## src/hw/rtl/payload_fragmenter_defines.svh

```systemverilog
// ---------------------------------------------------------------------------
// payload_fragmenter_defines.svh
// Assertion macros used by the payload_fragmenter top level.
// ---------------------------------------------------------------------------
`ifndef PAYLOAD_FRAGMENTER_DEFINES_SVH
`define PAYLOAD_FRAGMENTER_DEFINES_SVH

// Consequent must hold in the same cycle as the antecedent
`define PF_ASSERT_SAME(label, ante, cons) \
    label: assert property (@(posedge i_clk) disable iff (!i_rst_n) (ante) |-> (cons)) \
        else $error("payload_fragmenter: same-cycle check failed");

// Consequent must hold in the cycle after the antecedent
`define PF_ASSERT_NEXT(label, ante, cons) \
    label: assert property (@(posedge i_clk) disable iff (!i_rst_n) (ante) |=> (cons)) \
        else $error("payload_fragmenter: next-cycle check failed");

`endif

```

## src/hw/rtl/pf_pkg.sv

```systemverilog
// ---------------------------------------------------------------------------
// pf_pkg
// Widths, constants and types shared by the payload fragmenter modules.
// ---------------------------------------------------------------------------
`timescale 1ns / 1ps

package pf_pkg;

    // Packet geometry
    localparam int MAX_PACKET_BYTES = 1024;
    localparam int HEADER_BYTES     = 27;
    localparam int CHUNK_BYTES      = MAX_PACKET_BYTES - HEADER_BYTES;

    // Field widths
    localparam int BYTE_W   = 8;
    localparam int LEN_W    = 24;
    localparam int CNT_W    = 16;
    localparam int PN_W     = 32;
    localparam int TS_W     = 64;
    localparam int ID_W     = 32;
    localparam int TYPE_W   = 8;
    localparam int CFG_IDX_W = 2;
    localparam int HDR_W     = HEADER_BYTES * BYTE_W;
    localparam int HDR_IDX_W = $clog2(HEADER_BYTES + 1);

    // Fragment count = ceil(len / CHUNK) via a reciprocal multiply.
    // The dividend is len + CHUNK - 1 (LEN_W + 1 bits); the shift is chosen so
    // that the reciprocal error times the largest dividend stays below 2^shift.
    localparam int DIVIDEND_W   = LEN_W + 1;
    localparam int RECIP_SHIFT  = DIVIDEND_W + $clog2(CHUNK_BYTES);
    localparam longint unsigned RECIP =
        ((64'd1 << RECIP_SHIFT) + 64'(CHUNK_BYTES) - 64'd1) / 64'(CHUNK_BYTES);
    localparam int RECIP_W = RECIP_SHIFT - $clog2(CHUNK_BYTES) + 2;
    localparam int PROD_W  = DIVIDEND_W + RECIP_W;

    // Queue between front and back
    localparam int QUEUE_DEPTH = 2;

    // Input item kinds
    localparam logic ACTION_START = 1'b0;
    localparam logic ACTION_BYTE  = 1'b1;

    // Register indexes
    localparam logic [CFG_IDX_W-1:0] REG_CLIENT_ID     = 2'd0;
    localparam logic [CFG_IDX_W-1:0] REG_SESSION_TOKEN = 2'd1;
    localparam logic [CFG_IDX_W-1:0] REG_MESSAGE_TYPE  = 2'd2;

    // One classified payload word, as handed from front to back
    typedef struct packed {
        logic              has_header;
        logic [BYTE_W-1:0] data;
        logic              frag_end;
        logic              msg_end;
        logic [CNT_W-1:0]  frag_count;
        logic [CNT_W-1:0]  frag_index;
        logic [CNT_W-1:0]  frag_len;
        logic [PN_W-1:0]   packet_number;
        logic [TS_W-1:0]   timestamp;
    } t_entry;

    typedef struct packed {
        logic   valid;
        t_entry entry;
    } t_push;

    typedef struct packed {
        logic valid;
        logic full;
    } t_q_status;

    typedef struct packed {
        logic [ID_W-1:0]   client_id;
        logic [ID_W-1:0]   session_token;
        logic [TYPE_W-1:0] message_type;
    } t_cfg;

endpackage

```

## src/hw/rtl/pf_front.sv

```systemverilog
// ---------------------------------------------------------------------------
// pf_front
// Accepts input words, tracks the open message and classifies each payload
// byte (header needed, fragment end, message end) for the back end.
// ---------------------------------------------------------------------------
`timescale 1ns / 1ps

module pf_front (
    input  logic                        i_clk,
    input  logic                        i_rst_n,
    input  logic                        i_valid,
    output logic                        o_ready,
    input  logic                        i_action,
    input  logic [pf_pkg::LEN_W-1:0]    i_message_length,
    input  logic [pf_pkg::PN_W-1:0]     i_packet_number,
    input  logic [pf_pkg::TS_W-1:0]     i_timestamp_ms,
    input  logic [pf_pkg::BYTE_W-1:0]   i_payload_byte,
    input  pf_pkg::t_q_status           i_q_status,
    output pf_pkg::t_push               o_push
);

    logic                          r_open;
    logic [pf_pkg::LEN_W-1:0]      r_remaining;
    logic [pf_pkg::CNT_W-1:0]      r_left;
    logic [pf_pkg::CNT_W-1:0]      r_frag_count;
    logic [pf_pkg::CNT_W-1:0]      r_frag_index;
    logic [pf_pkg::PN_W-1:0]       r_packet_number;
    logic [pf_pkg::TS_W-1:0]       r_timestamp;

    logic                          accept;
    logic                          need_hdr;
    logic [pf_pkg::CNT_W-1:0]      this_len;
    logic [pf_pkg::CNT_W-1:0]      left_cur;
    logic [pf_pkg::CNT_W-1:0]      n_left;
    logic [pf_pkg::LEN_W-1:0]      n_remaining;
    logic                          frag_end;
    logic                          msg_end;
    logic [pf_pkg::DIVIDEND_W-1:0] dividend;
    logic [pf_pkg::PROD_W-1:0]     count_prod;

    assign o_ready = !i_q_status.full;
    assign accept  = i_valid && o_ready;

    // Classify the next payload byte of the open message
    always_comb begin
        need_hdr    = (r_left == '0);
        this_len    = (r_remaining < pf_pkg::LEN_W'(pf_pkg::CHUNK_BYTES))
                    ? r_remaining[pf_pkg::CNT_W-1:0]
                    : pf_pkg::CNT_W'(pf_pkg::CHUNK_BYTES);
        left_cur    = need_hdr ? this_len : r_left;
        n_left      = left_cur - 1'b1;
        n_remaining = r_remaining - 1'b1;
        frag_end    = (n_left == '0);
        msg_end     = (n_remaining == '0);
    end

    // Fragment count of a new message: ceil(len / CHUNK) by reciprocal
    assign dividend   = {1'b0, i_message_length}
                      + pf_pkg::DIVIDEND_W'(pf_pkg::CHUNK_BYTES - 1);
    assign count_prod = pf_pkg::PROD_W'(dividend) * pf_pkg::PROD_W'(pf_pkg::RECIP);

    // Hand classified bytes to the queue
    always_comb begin
        o_push.valid               = accept && (i_action == pf_pkg::ACTION_BYTE) && r_open;
        o_push.entry.has_header    = need_hdr;
        o_push.entry.data          = i_payload_byte;
        o_push.entry.frag_end      = frag_end;
        o_push.entry.msg_end       = msg_end;
        o_push.entry.frag_count    = r_frag_count;
        o_push.entry.frag_index    = r_frag_index;
        o_push.entry.frag_len      = this_len;
        o_push.entry.packet_number = r_packet_number;
        o_push.entry.timestamp     = r_timestamp;
    end

    // Message state
    always_ff @(posedge i_clk) begin
        if (!i_rst_n) begin
            r_open       <= 1'b0;
            r_remaining  <= '0;
            r_left       <= '0;
            r_frag_count <= '0;
            r_frag_index <= '0;
        end else if (accept) begin
            if (i_action == pf_pkg::ACTION_START) begin
                r_open       <= (i_message_length != '0);
                r_remaining  <= i_message_length;
                r_left       <= '0;
                r_frag_index <= '0;
                r_frag_count <= count_prod[pf_pkg::RECIP_SHIFT +: pf_pkg::CNT_W];
            end else if (r_open) begin
                r_remaining <= n_remaining;
                r_left      <= msg_end ? '0 : n_left;
                r_open      <= !msg_end;
                if (frag_end) begin
                    r_frag_index <= r_frag_index + 1'b1;
                end
            end
        end
    end

    // Latch header fields of a new message
    always_ff @(posedge i_clk) begin
        if (accept && (i_action == pf_pkg::ACTION_START)) begin
            r_packet_number <= i_packet_number;
            r_timestamp     <= i_timestamp_ms;
        end
    end

endmodule

```

## src/hw/rtl/pf_queue.sv

```systemverilog
// ---------------------------------------------------------------------------
// pf_queue
// Short first-in first-out queue of classified words between front and back.
// ---------------------------------------------------------------------------
`timescale 1ns / 1ps

module pf_queue (
    input  logic               i_clk,
    input  logic               i_rst_n,
    input  pf_pkg::t_push      i_push,
    input  logic               i_pop,
    output pf_pkg::t_q_status  o_status,
    output pf_pkg::t_entry     o_head
);

    localparam int PTR_W = (pf_pkg::QUEUE_DEPTH > 1) ? $clog2(pf_pkg::QUEUE_DEPTH) : 1;
    localparam int CNT_W = $clog2(pf_pkg::QUEUE_DEPTH + 1);

    pf_pkg::t_entry     r_mem [pf_pkg::QUEUE_DEPTH];
    logic [PTR_W-1:0]   r_wr_ptr;
    logic [PTR_W-1:0]   r_rd_ptr;
    logic [CNT_W-1:0]   r_count;

    logic               do_push;
    logic               do_pop;

    assign o_status.valid = (r_count != '0);
    assign o_status.full  = (r_count == CNT_W'(pf_pkg::QUEUE_DEPTH));
    assign o_head         = r_mem[r_rd_ptr];
    assign do_push        = i_push.valid && !o_status.full;
    assign do_pop         = i_pop && o_status.valid;

    // Advance pointers and occupancy
    always_ff @(posedge i_clk) begin
        if (!i_rst_n) begin
            r_wr_ptr <= '0;
            r_rd_ptr <= '0;
            r_count  <= '0;
        end else begin
            if (do_push) begin
                r_wr_ptr <= (r_wr_ptr == PTR_W'(pf_pkg::QUEUE_DEPTH - 1)) ? '0
                                                                          : r_wr_ptr + 1'b1;
            end
            if (do_pop) begin
                r_rd_ptr <= (r_rd_ptr == PTR_W'(pf_pkg::QUEUE_DEPTH - 1)) ? '0
                                                                          : r_rd_ptr + 1'b1;
            end
            case ({do_push, do_pop})
                2'b10:   r_count <= r_count + 1'b1;
                2'b01:   r_count <= r_count - 1'b1;
                default: r_count <= r_count;
            endcase
        end
    end

    // Store pushed words
    always_ff @(posedge i_clk) begin
        if (do_push) begin
            r_mem[r_wr_ptr] <= i_push.entry;
        end
    end

endmodule

```

## src/hw/rtl/pf_back.sv

```systemverilog
// ---------------------------------------------------------------------------
// pf_back
// Serialises queued words onto the output stream: the 27-byte big-endian
// header where one is due, then the payload byte, through an output register.
// ---------------------------------------------------------------------------
`timescale 1ns / 1ps

module pf_back (
    input  logic                       i_clk,
    input  logic                       i_rst_n,
    input  pf_pkg::t_cfg               i_cfg,
    input  pf_pkg::t_q_status          i_q_status,
    input  pf_pkg::t_entry             i_head,
    output logic                       o_pop,
    output logic                       o_tvalid,
    input  logic                       i_tready,
    output logic [pf_pkg::BYTE_W-1:0]  o_tdata,
    output logic                       o_tlast,
    output logic [1:0]                 o_tuser    // [0] fragment_start, [1] message_end
);

    logic [pf_pkg::HDR_IDX_W-1:0] r_hdr_idx;
    logic                         r_out_valid;
    logic [pf_pkg::BYTE_W-1:0]    r_out_byte;
    logic                         r_out_fs;
    logic                         r_out_fe;
    logic                         r_out_me;

    logic                         load;
    logic                         in_header;
    logic [pf_pkg::HDR_W-1:0]     hdr_vec;
    logic [pf_pkg::HDR_IDX_W-1:0] byte_sel;
    logic [pf_pkg::BYTE_W-1:0]    hdr_byte;

    assign load      = !r_out_valid || i_tready;
    assign in_header = i_head.has_header
                    && (r_hdr_idx != pf_pkg::HDR_IDX_W'(pf_pkg::HEADER_BYTES));
    assign o_pop     = load && i_q_status.valid && !in_header;

    // Header image, byte 0 in the top bits
    assign hdr_vec  = {i_cfg.client_id, i_cfg.session_token, i_head.packet_number,
                       i_head.timestamp, i_cfg.message_type, i_head.frag_count,
                       i_head.frag_index, i_head.frag_len};
    assign byte_sel = pf_pkg::HDR_IDX_W'(pf_pkg::HEADER_BYTES - 1) - r_hdr_idx;
    assign hdr_byte = hdr_vec[byte_sel * pf_pkg::BYTE_W +: pf_pkg::BYTE_W];

    // Walk the header, then drop the word from the queue with its payload byte
    always_ff @(posedge i_clk) begin
        if (!i_rst_n) begin
            r_hdr_idx   <= '0;
            r_out_valid <= 1'b0;
        end else if (load) begin
            r_out_valid <= i_q_status.valid;
            if (i_q_status.valid) begin
                r_hdr_idx <= in_header ? r_hdr_idx + 1'b1 : '0;
            end
        end
    end

    // Output word register
    always_ff @(posedge i_clk) begin
        if (load && i_q_status.valid) begin
            if (in_header) begin
                r_out_byte <= hdr_byte;
                r_out_fs   <= (r_hdr_idx == '0);
                r_out_fe   <= 1'b0;
                r_out_me   <= 1'b0;
            end else begin
                r_out_byte <= i_head.data;
                r_out_fs   <= 1'b0;
                r_out_fe   <= i_head.frag_end;
                r_out_me   <= i_head.msg_end;
            end
        end
    end

    assign o_tvalid = r_out_valid;
    assign o_tdata  = r_out_byte;
    assign o_tlast  = r_out_fe;
    assign o_tuser  = {r_out_me, r_out_fs};

endmodule

```

## src/hw/rtl/payload_fragmenter.sv

```systemverilog
// ---------------------------------------------------------------------------
// payload_fragmenter
// Cuts a byte-per-word message into fragments of up to 997 payload bytes,
// each led by a 27-byte big-endian header.
// ---------------------------------------------------------------------------
// A start word (tuser 0) gives the message length, packet number and
// timestamp and emits nothing; each payload word (tuser 1) carries one byte.
// The front accepts one word per cycle whenever the two-entry queue has room,
// so input stalls only while the back end is busy: each payload byte goes out
// alone, but the first byte of each fragment goes out behind its 27-byte
// header, which is what paces the stream. Words pass through the queue and an
// output register before they reach the output stream. The fragment count is
// formed by a reciprocal multiply when the start word is taken. Configuration
// registers are read when a header is sent and are to be written only while
// the block is idle.
`timescale 1ns / 1ps

`include "payload_fragmenter_defines.svh"

module payload_fragmenter (
    input  logic                          i_clk,
    input  logic                          i_rst_n,
    // Input stream
    input  logic                          s_axis_tvalid,
    output logic                          s_axis_tready,
    // [23:0] message_length, [55:24] packet_number, [119:56] timestamp_ms,
    // [127:120] payload_byte
    input  logic [127:0]                  s_axis_tdata,
    input  logic                          s_axis_tuser,   // [0] action
    // Output stream
    output logic                          m_axis_tvalid,
    input  logic                          m_axis_tready,
    output logic [pf_pkg::BYTE_W-1:0]     m_axis_tdata,   // [7:0] out_byte
    output logic                          m_axis_tlast,   // fragment_end
    output logic [1:0]                    m_axis_tuser,   // [0] fragment_start, [1] message_end
    // Configuration writes
    input  logic                          i_cfg_valid,
    output logic                          o_cfg_ready,
    input  logic [pf_pkg::CFG_IDX_W-1:0]  i_cfg_index,
    input  logic [pf_pkg::ID_W-1:0]       i_cfg_data
);

    pf_pkg::t_cfg       r_cfg;
    pf_pkg::t_push      push;
    pf_pkg::t_q_status  q_status;
    pf_pkg::t_entry     q_head;
    logic               pop;

    // Configuration registers
    assign o_cfg_ready = 1'b1;

    always_ff @(posedge i_clk) begin
        if (!i_rst_n) begin
            r_cfg <= '0;
        end else if (i_cfg_valid) begin
            case (i_cfg_index)
                pf_pkg::REG_CLIENT_ID:     r_cfg.client_id     <= i_cfg_data;
                pf_pkg::REG_SESSION_TOKEN: r_cfg.session_token <= i_cfg_data;
                pf_pkg::REG_MESSAGE_TYPE:  r_cfg.message_type  <= i_cfg_data[pf_pkg::TYPE_W-1:0];
                default:                   r_cfg               <= r_cfg;
            endcase
        end
    end

    pf_front u_front (
        .i_clk            (i_clk),
        .i_rst_n          (i_rst_n),
        .i_valid          (s_axis_tvalid),
        .o_ready          (s_axis_tready),
        .i_action         (s_axis_tuser),
        .i_message_length (s_axis_tdata[23:0]),
        .i_packet_number  (s_axis_tdata[55:24]),
        .i_timestamp_ms   (s_axis_tdata[119:56]),
        .i_payload_byte   (s_axis_tdata[127:120]),
        .i_q_status       (q_status),
        .o_push           (push)
    );

    pf_queue u_queue (
        .i_clk    (i_clk),
        .i_rst_n  (i_rst_n),
        .i_push   (push),
        .i_pop    (pop),
        .o_status (q_status),
        .o_head   (q_head)
    );

    pf_back u_back (
        .i_clk      (i_clk),
        .i_rst_n    (i_rst_n),
        .i_cfg      (r_cfg),
        .i_q_status (q_status),
        .i_head     (q_head),
        .o_pop      (pop),
        .o_tvalid   (m_axis_tvalid),
        .i_tready   (m_axis_tready),
        .o_tdata    (m_axis_tdata),
        .o_tlast    (m_axis_tlast),
        .o_tuser    (m_axis_tuser)
    );

    // A fragment's first header byte carries no end marks
    `PF_ASSERT_SAME(a_start_no_end, m_axis_tvalid && m_axis_tuser[0], !m_axis_tlast && !m_axis_tuser[1])
    // The last byte of a message also closes its fragment
    `PF_ASSERT_SAME(a_msg_end_frag_end, m_axis_tvalid && m_axis_tuser[1], m_axis_tlast)
    // A full queue only ever backs up behind a pending output word
    `PF_ASSERT_SAME(a_full_has_output, !s_axis_tready, m_axis_tvalid)

endmodule

```

## config.mk

```make
export PLATFORM = sky130hd
export DESIGN_NAME = payload_fragmenter
export DESIGN_NICKNAME = d
export VERILOG_FILES = /design/src/hw/rtl/pf_pkg.sv /design/src/hw/rtl/pf_front.sv /design/src/hw/rtl/pf_queue.sv /design/src/hw/rtl/pf_back.sv /design/src/hw/rtl/payload_fragmenter.sv
export VERILOG_INCLUDE_DIRS = /design/src /design/src/hw/rtl
export SDC_FILE = /design/constraint.sdc
export NUM_CORES = 1
export LEC_CHECK = 0
export ABC_AREA = 1
export BUFFER_PORTS_ARGS = -buffer_cell sky130_fd_sc_hd__buf_2
export CORE_ASPECT_RATIO = 0.6
export CORE_MARGIN = 4
export CORE_UTILIZATION = 57
export CTS_CLUSTER_DIAMETER = 100
export DETAILED_ROUTE_END_ITERATION = 8
export PLACE_DENSITY = 0.8
export SYNTH_ARGS = -nofsm -noshare
export SYNTH_HDL_FRONTEND = slang
export SYNTH_SLANG_ARGS = --single-unit
export TNS_END_PERCENT = 30
```

## constraint.sdc

```tcl
create_clock -name i_clk -period 10.61 [get_ports i_clk]
set_input_delay 1.061 -clock i_clk [delete_from_list [all_inputs] [get_ports i_clk]]
set_output_delay 1.061 -clock i_clk [all_outputs]
set_load 0.01 [all_outputs]
```

* Yosys cells after proc, flatten, opt, wreduce, memory -nomap -nowiden
Memory sizes are Yosys's and may differ from the RTL's. A register that Yosys moved wholly into a read port is not among the register bits. Cells that the tools add are included.
Word-level totals: bits in registers 262, memory bits (writable) 310, input bits 168, output and inout port bits 14, logic and storage cells 92, memories 1
Cells by class: $add $sub $neg 10, multipliers 1, $lt $le $gt $ge 1, eq/ne operators 8, shifts and indexed selects 1, muxes and demuxes 21, bitwise logic cells 1, reductions and logical operators 29
Memories:
- u_queue.r_mem | words 2, bits a word 155, read ports 1, clocked after Yosys merged registers in 1, wr ports 1, RTL line pf_queue.sv:19 | pf_pkg::t_entry r_mem [pf_pkg::QUEUE_DEPTH];
Operators by type and width (number):
- $shiftx 216x9->8 | 1
- $mux 16 | 8
- $mul 25x23->48 const B | 1
- $mux 24 | 2
- $logic_not 16->1 | 2
- $add 24x10->25 const B | 1
- $logic_not 24->1 | 1
- $lt 24x10->1 const B | 1
- $reduce_bool 24->1 | 1
- $sub 24x1->24 const B | 1
- $add 16x1->16 const B | 1
- $sub 16x1->16 const B | 1
- $reduce_and 2->1 | 6
- $logic_and 1x1->1 | 9
- $mux 1 | 8
- $mux 8 | 1
- $eq 2x2->1 const B | 3
- $add 5x1->5 const B | 1
- $logic_not 5->1 | 1
- $mux 5 | 1
- $ne 5x5->1 const B | 1
- $sub 5x5->5 const A | 1
- $eq 2x1->1 const B | 2
- $logic_not 1->1 | 4
- other kinds (10) | 13

* Logic depth before layout (Yosys ltp)
word-level depth 8, mapped depth 40

* Cells and area by module
A second synthesis with hierarchy kept.
Second synthesis, totals: cell total of the unflattened synthesis 3843, area total of the unflattened synthesis 36932.9 um2
By module, submodules not included:
- pf_front | instances 1, cells an instance 2174, area an instance 19045.8 um2, seq. area each 4344.2 um2
- pf_queue | instances 1, cells an instance 520, area an instance 11518.5 um2, seq. area each 9409.0 um2
- pf_back | instances 1, cells an instance 682, area an instance 3301.9 um2, seq. area each 450.4 um2
- payload_fragmenter | instances 1, cells an instance 467, area an instance 3066.7 um2, seq. area each 1441.4 um2

* Least setup slack after synthesis
No wires, ideal clock.
kind input to register, start in s_axis_tvalid, end mem u_queue.r_mem[0][0] in the netlist's numbering, enable pin, setup time 672 ps, arrival time 7973 ps, required time 9938 ps, setup slack 1964 ps, stages on the path 6, cell sequence nand2_1 inv_1 nand2_1 inv_1 nand2_1 nor2_1
On the way: word-level cells in the longest chain between the ends 6
RTL lines:
- start, declared | RTL line payload_fragmenter.sv:24 | input logic s_axis_tvalid,
- $logic_and 1x1->1 | RTL line pf_front.sv:42 | assign accept = i_valid && o_ready;
- $logic_and 1x1->1 (2 in a row) | RTL line pf_front.sv:64 | o_push.valid = accept && (i_action == pf_pkg::ACTION_BYTE) && r_open;
- $logic_and 1x1->1 | RTL line pf_queue.sv:30 | assign do_push = i_push.valid && !o_status.full;
- $mux 1 | RTL line pf_queue.sv:58 | if (do_push) begin
- $mux 1 (not written as such) | RTL line pf_queue.sv:59 | r_mem[r_wr_ptr] <= i_push.entry;
- end, declared | RTL line pf_queue.sv:19
Every way passes these cells.

* Final worst setup path
start in s_axis_tdata[2], end reg u_front.r_frag_count[8] in the netlist's numbering
On the way: word-level cells in the longest chain between the ends 2
RTL lines:
- start, declared | RTL line payload_fragmenter.sv:28 | input logic [127:0] s_axis_tdata,
- $add 24x10->25 | RTL line pf_front.sv:59 | + pf_pkg::DIVIDEND_W'(pf_pkg::CHUNK_BYTES - 1);
- $mul 25x23->48 | RTL line pf_front.sv:60 | assign count_prod = pf_pkg::PROD_W'(dividend) * pf_pkg::PROD_W'(pf_pkg::RECIP);
- end signal, assigned | RTL line pf_front.sv:90 | r_frag_count <= count_prod[pf_pkg::RECIP_SHIFT +: pf_pkg::CNT_W];
- end, declared | RTL line pf_front.sv:25 | logic [pf_pkg::CNT_W-1:0] r_frag_count;
Every way passes these cells. A chain may end at the register's enable or synchronous reset.

==> flow_summary.toml <==
[worst_setup_path]
regToRegSetupSlack_ns = 6.42
path_class = "in -> reg"
slowest_delay_ns = 0.80
cp.arrival_ns = 9.44
start_kind = "input port"
crit_required_ns = 11.07
cp_max_fo = 9
slowest_stage = "xor2_1"
setup.worst_path.end_class = "flip-flop"

[timing]
rsz0062_at_grt = "false"
fin_crit_ns = 8.98
finalSetupViolCount = 0
fin_crit_sh = 0.846
relSlewSlack = 0.0647
skew_ns = 0.0392
hold_viol = 0
fin_tns_setup_ns = 0
max_freq_mhz = 111
slew_viol_final = 0
worst_pin_slew_ns = 1.39

[yosys]
synth.distinct_cells = 62
yosysTopAreaCell = "edfxtp_1"
synth_seq_cells = 573
yosysSeqAreaShare = 0.447
synth_ff_type = "edfxtp_1"
synth_edf_count = 417
synth.avg_cell_area_um2 = 9.89
synth_area_leaders = "edfxtp_1 36%, fa_1 13%, ha_1 9.0%, dfxtp_1 8.9%, inv_1 5.7%"
synthCells = 3535
synth_commonest_cells = "533 x inv_1, 417 x edfxtp_1, 405 x nor2_1, 370 x nand2_1, 347 x o21ai_0"
ys_warn_count = 0
async_flop_share = 0
netlist_area_um2 = 35000
synth_top_area_frac = 0.358
yosysMostFrequentCell = "inv_1"

[drt]
ant_nets = 0
drt_first_pass_iters = 6
dr.first_iter.drc_count = 3226
drc = 0
routed_wirelength_um = 93400
wire_per_inst_um = 20.5
vias_per_cell = 5.70
vias = 26003

[placement]
hpwl_um = 69000
dp_cells = 4463
place.gp.congestion = 0.984
portBuffers = 180

[clocking]
cts_buffer_depth = 3
clk_latency_ns = 0.61
cts_buffers = 50
clock_sinks = 573
ctsHoldBuffers = 0
clk_pin_slew_ns = 0.07
h-tree-depth = 2
cts_setup_buffers = 0
cts_resized = 0
cts_tree = "done"
clock_tree.root_cell = "clkbuf_16"

[finish]
area_growth_pct = 9.86
fin_nets = 4328
nFillCells = 4881
multi_input_area_um2 = 16800
seq_area_um2 = 15700
finalNonFillerCells = 4561
drive_above_1_share = 0.107

[global_route]
first_global_vias = 25228
gr-total-overflow = 0
grt_max_degree = 144
grt_pass1_wl_um = 144000
antenna_found_initial = 4
grtUsageTotal = 0.286

[floorplanning]
die_area_um2 = 65500
die_h_um = 200
core_um2 = 60800
io_pins = 182
fp.dieW_um = 328
rows = 70
start_util = 0.575

[min_path]
hp-class = "reg -> reg"

[status]
outcome = "finished, final reports clean"

[flow_run]
cap_viol_max_count = 0
-- worst max-delay path, delay by kind of cell --
family | cells | cell delay [ns]
compound gates | 6 | 0.96
xor+xnor | 1 | 0.80
fa+ha+maj | 8 | 3.73
buf+inv | 7 | 0.95
simple gates | 13 | 1.92
-- flip-flops by register name (all words and copies together), names as in the netlist, named ones only --
register,cells
u_back.o_tlast,1
u_back.r_out_me,1
u_front.r_remaining,24
u_queue.r_count,2
u_front.r_packet_number,32
u_front.r_left,16
r_cfg,72
u_queue.r_rd_ptr,1
u_back.r_out_fs,1
u_back.r_hdr_idx,5
u_back.o_tdata,8
u_queue.r_wr_ptr,1
u_front.r_frag_index,16
u_front.r_timestamp,64
u_queue.r_mem,310
u_front.r_open,1
u_back.o_tvalid,1
u_front.r_frag_count,16
-- per-stage QoR --
stage | instance area, um^2 | hold WS, ns | util | setup slack, ns
3_3_place_gp | 36800 | 0.422 | 0.605 | 1.61
4_1_cts | 38400 | 0.443 | 0.632 | 1.93
3_5_place_dp | 36800 | 0.430 | 0.605 | 1.35
5_1_grt | 38400 | 0.453 | 0.632 | 1.32
6_report | 38400 | 0.443 | 0.632 | 1.63
2_1_floorplan | 35000 | 0.420 | - | 1.96
-- kinds of logic (layout without fill, tap and decap cells) --
| group | after synthesis | count (layout) | synth area share |
|---|---|---|---|
| compound gates | 713 | 713 | 0.116 |
| xor+xnor | 68 | 68 | 0.0170 |
| other cells | 2 | 17 | 0.000215 |
| flops | 573 | 573 | 0.447 |
| buf+inv | 676 | 859 | 0.0738 |
| fa+ha+maj | 473 | 473 | 0.217 |
| simple gates | 1030 | 1030 | 0.129 |
-- routing by layer --
metal / global-route usage / share of wire
met3: 0.0878 / 0.12
met2: 0.394 / 0.40
met5: 0.00421 / 0.00043
met1: 0.444 / 0.46
met4: 0.0580 / 0.019
-- final cells by class --
class | count | share of cell area
diodes | 4 | 0.000261
clock buffers | 77 | 0.0373
clock inverters | 17 | 0.00489
inverters | 544 | 0.0534
multi-input cells | 2297 | 0.438
flip-flops and latches | 573 | 0.408
well taps | 828 | 0.0270
repair buffers | 221 | 0.0318
-- layout by cell type (no fill, tap or decap), types with 44 or more instances in the layout --
| cell | netlist | final |
|---|---|---|
| nor2_1 | 405 | 400 |
| o22ai_1 | 44 | 44 |
| buf_2 | 2 | 180 |
| nand2_1 | 370 | 370 |
| nand3_1 | 103 | 102 |
| clkbuf_16 | 0 | 51 |
| fa_1 | 222 | 222 |
| o21ai_0 | 347 | 347 |
| inv_1 | 533 | 530 |
| xor2_1 | 55 | 55 |
| ha_1 | 251 | 250 |
| edfxtp_1 | 417 | 417 |
| a21oi_1 | 186 | 186 |
| dfxtp_1 | 156 | 154 |
-- path summary, 6_finish.rpt --
path,start,to,depth (start not counted)
setup reg to reg,u_back.r_hdr_idx[0],u_back.o_tdata[6],10
hold / removal,u_front.r_timestamp[26],u_queue.r_mem[0][26],0
hold reg to reg,u_front.r_timestamp[26],u_queue.r_mem[0][26],0
setup / recovery,s_axis_tdata[2],u_front.r_frag_count[8],35
Power is left out: the tool's default activity adds up to more than one toggle a clock period on the data nets, which glitch-free logic cannot reach.
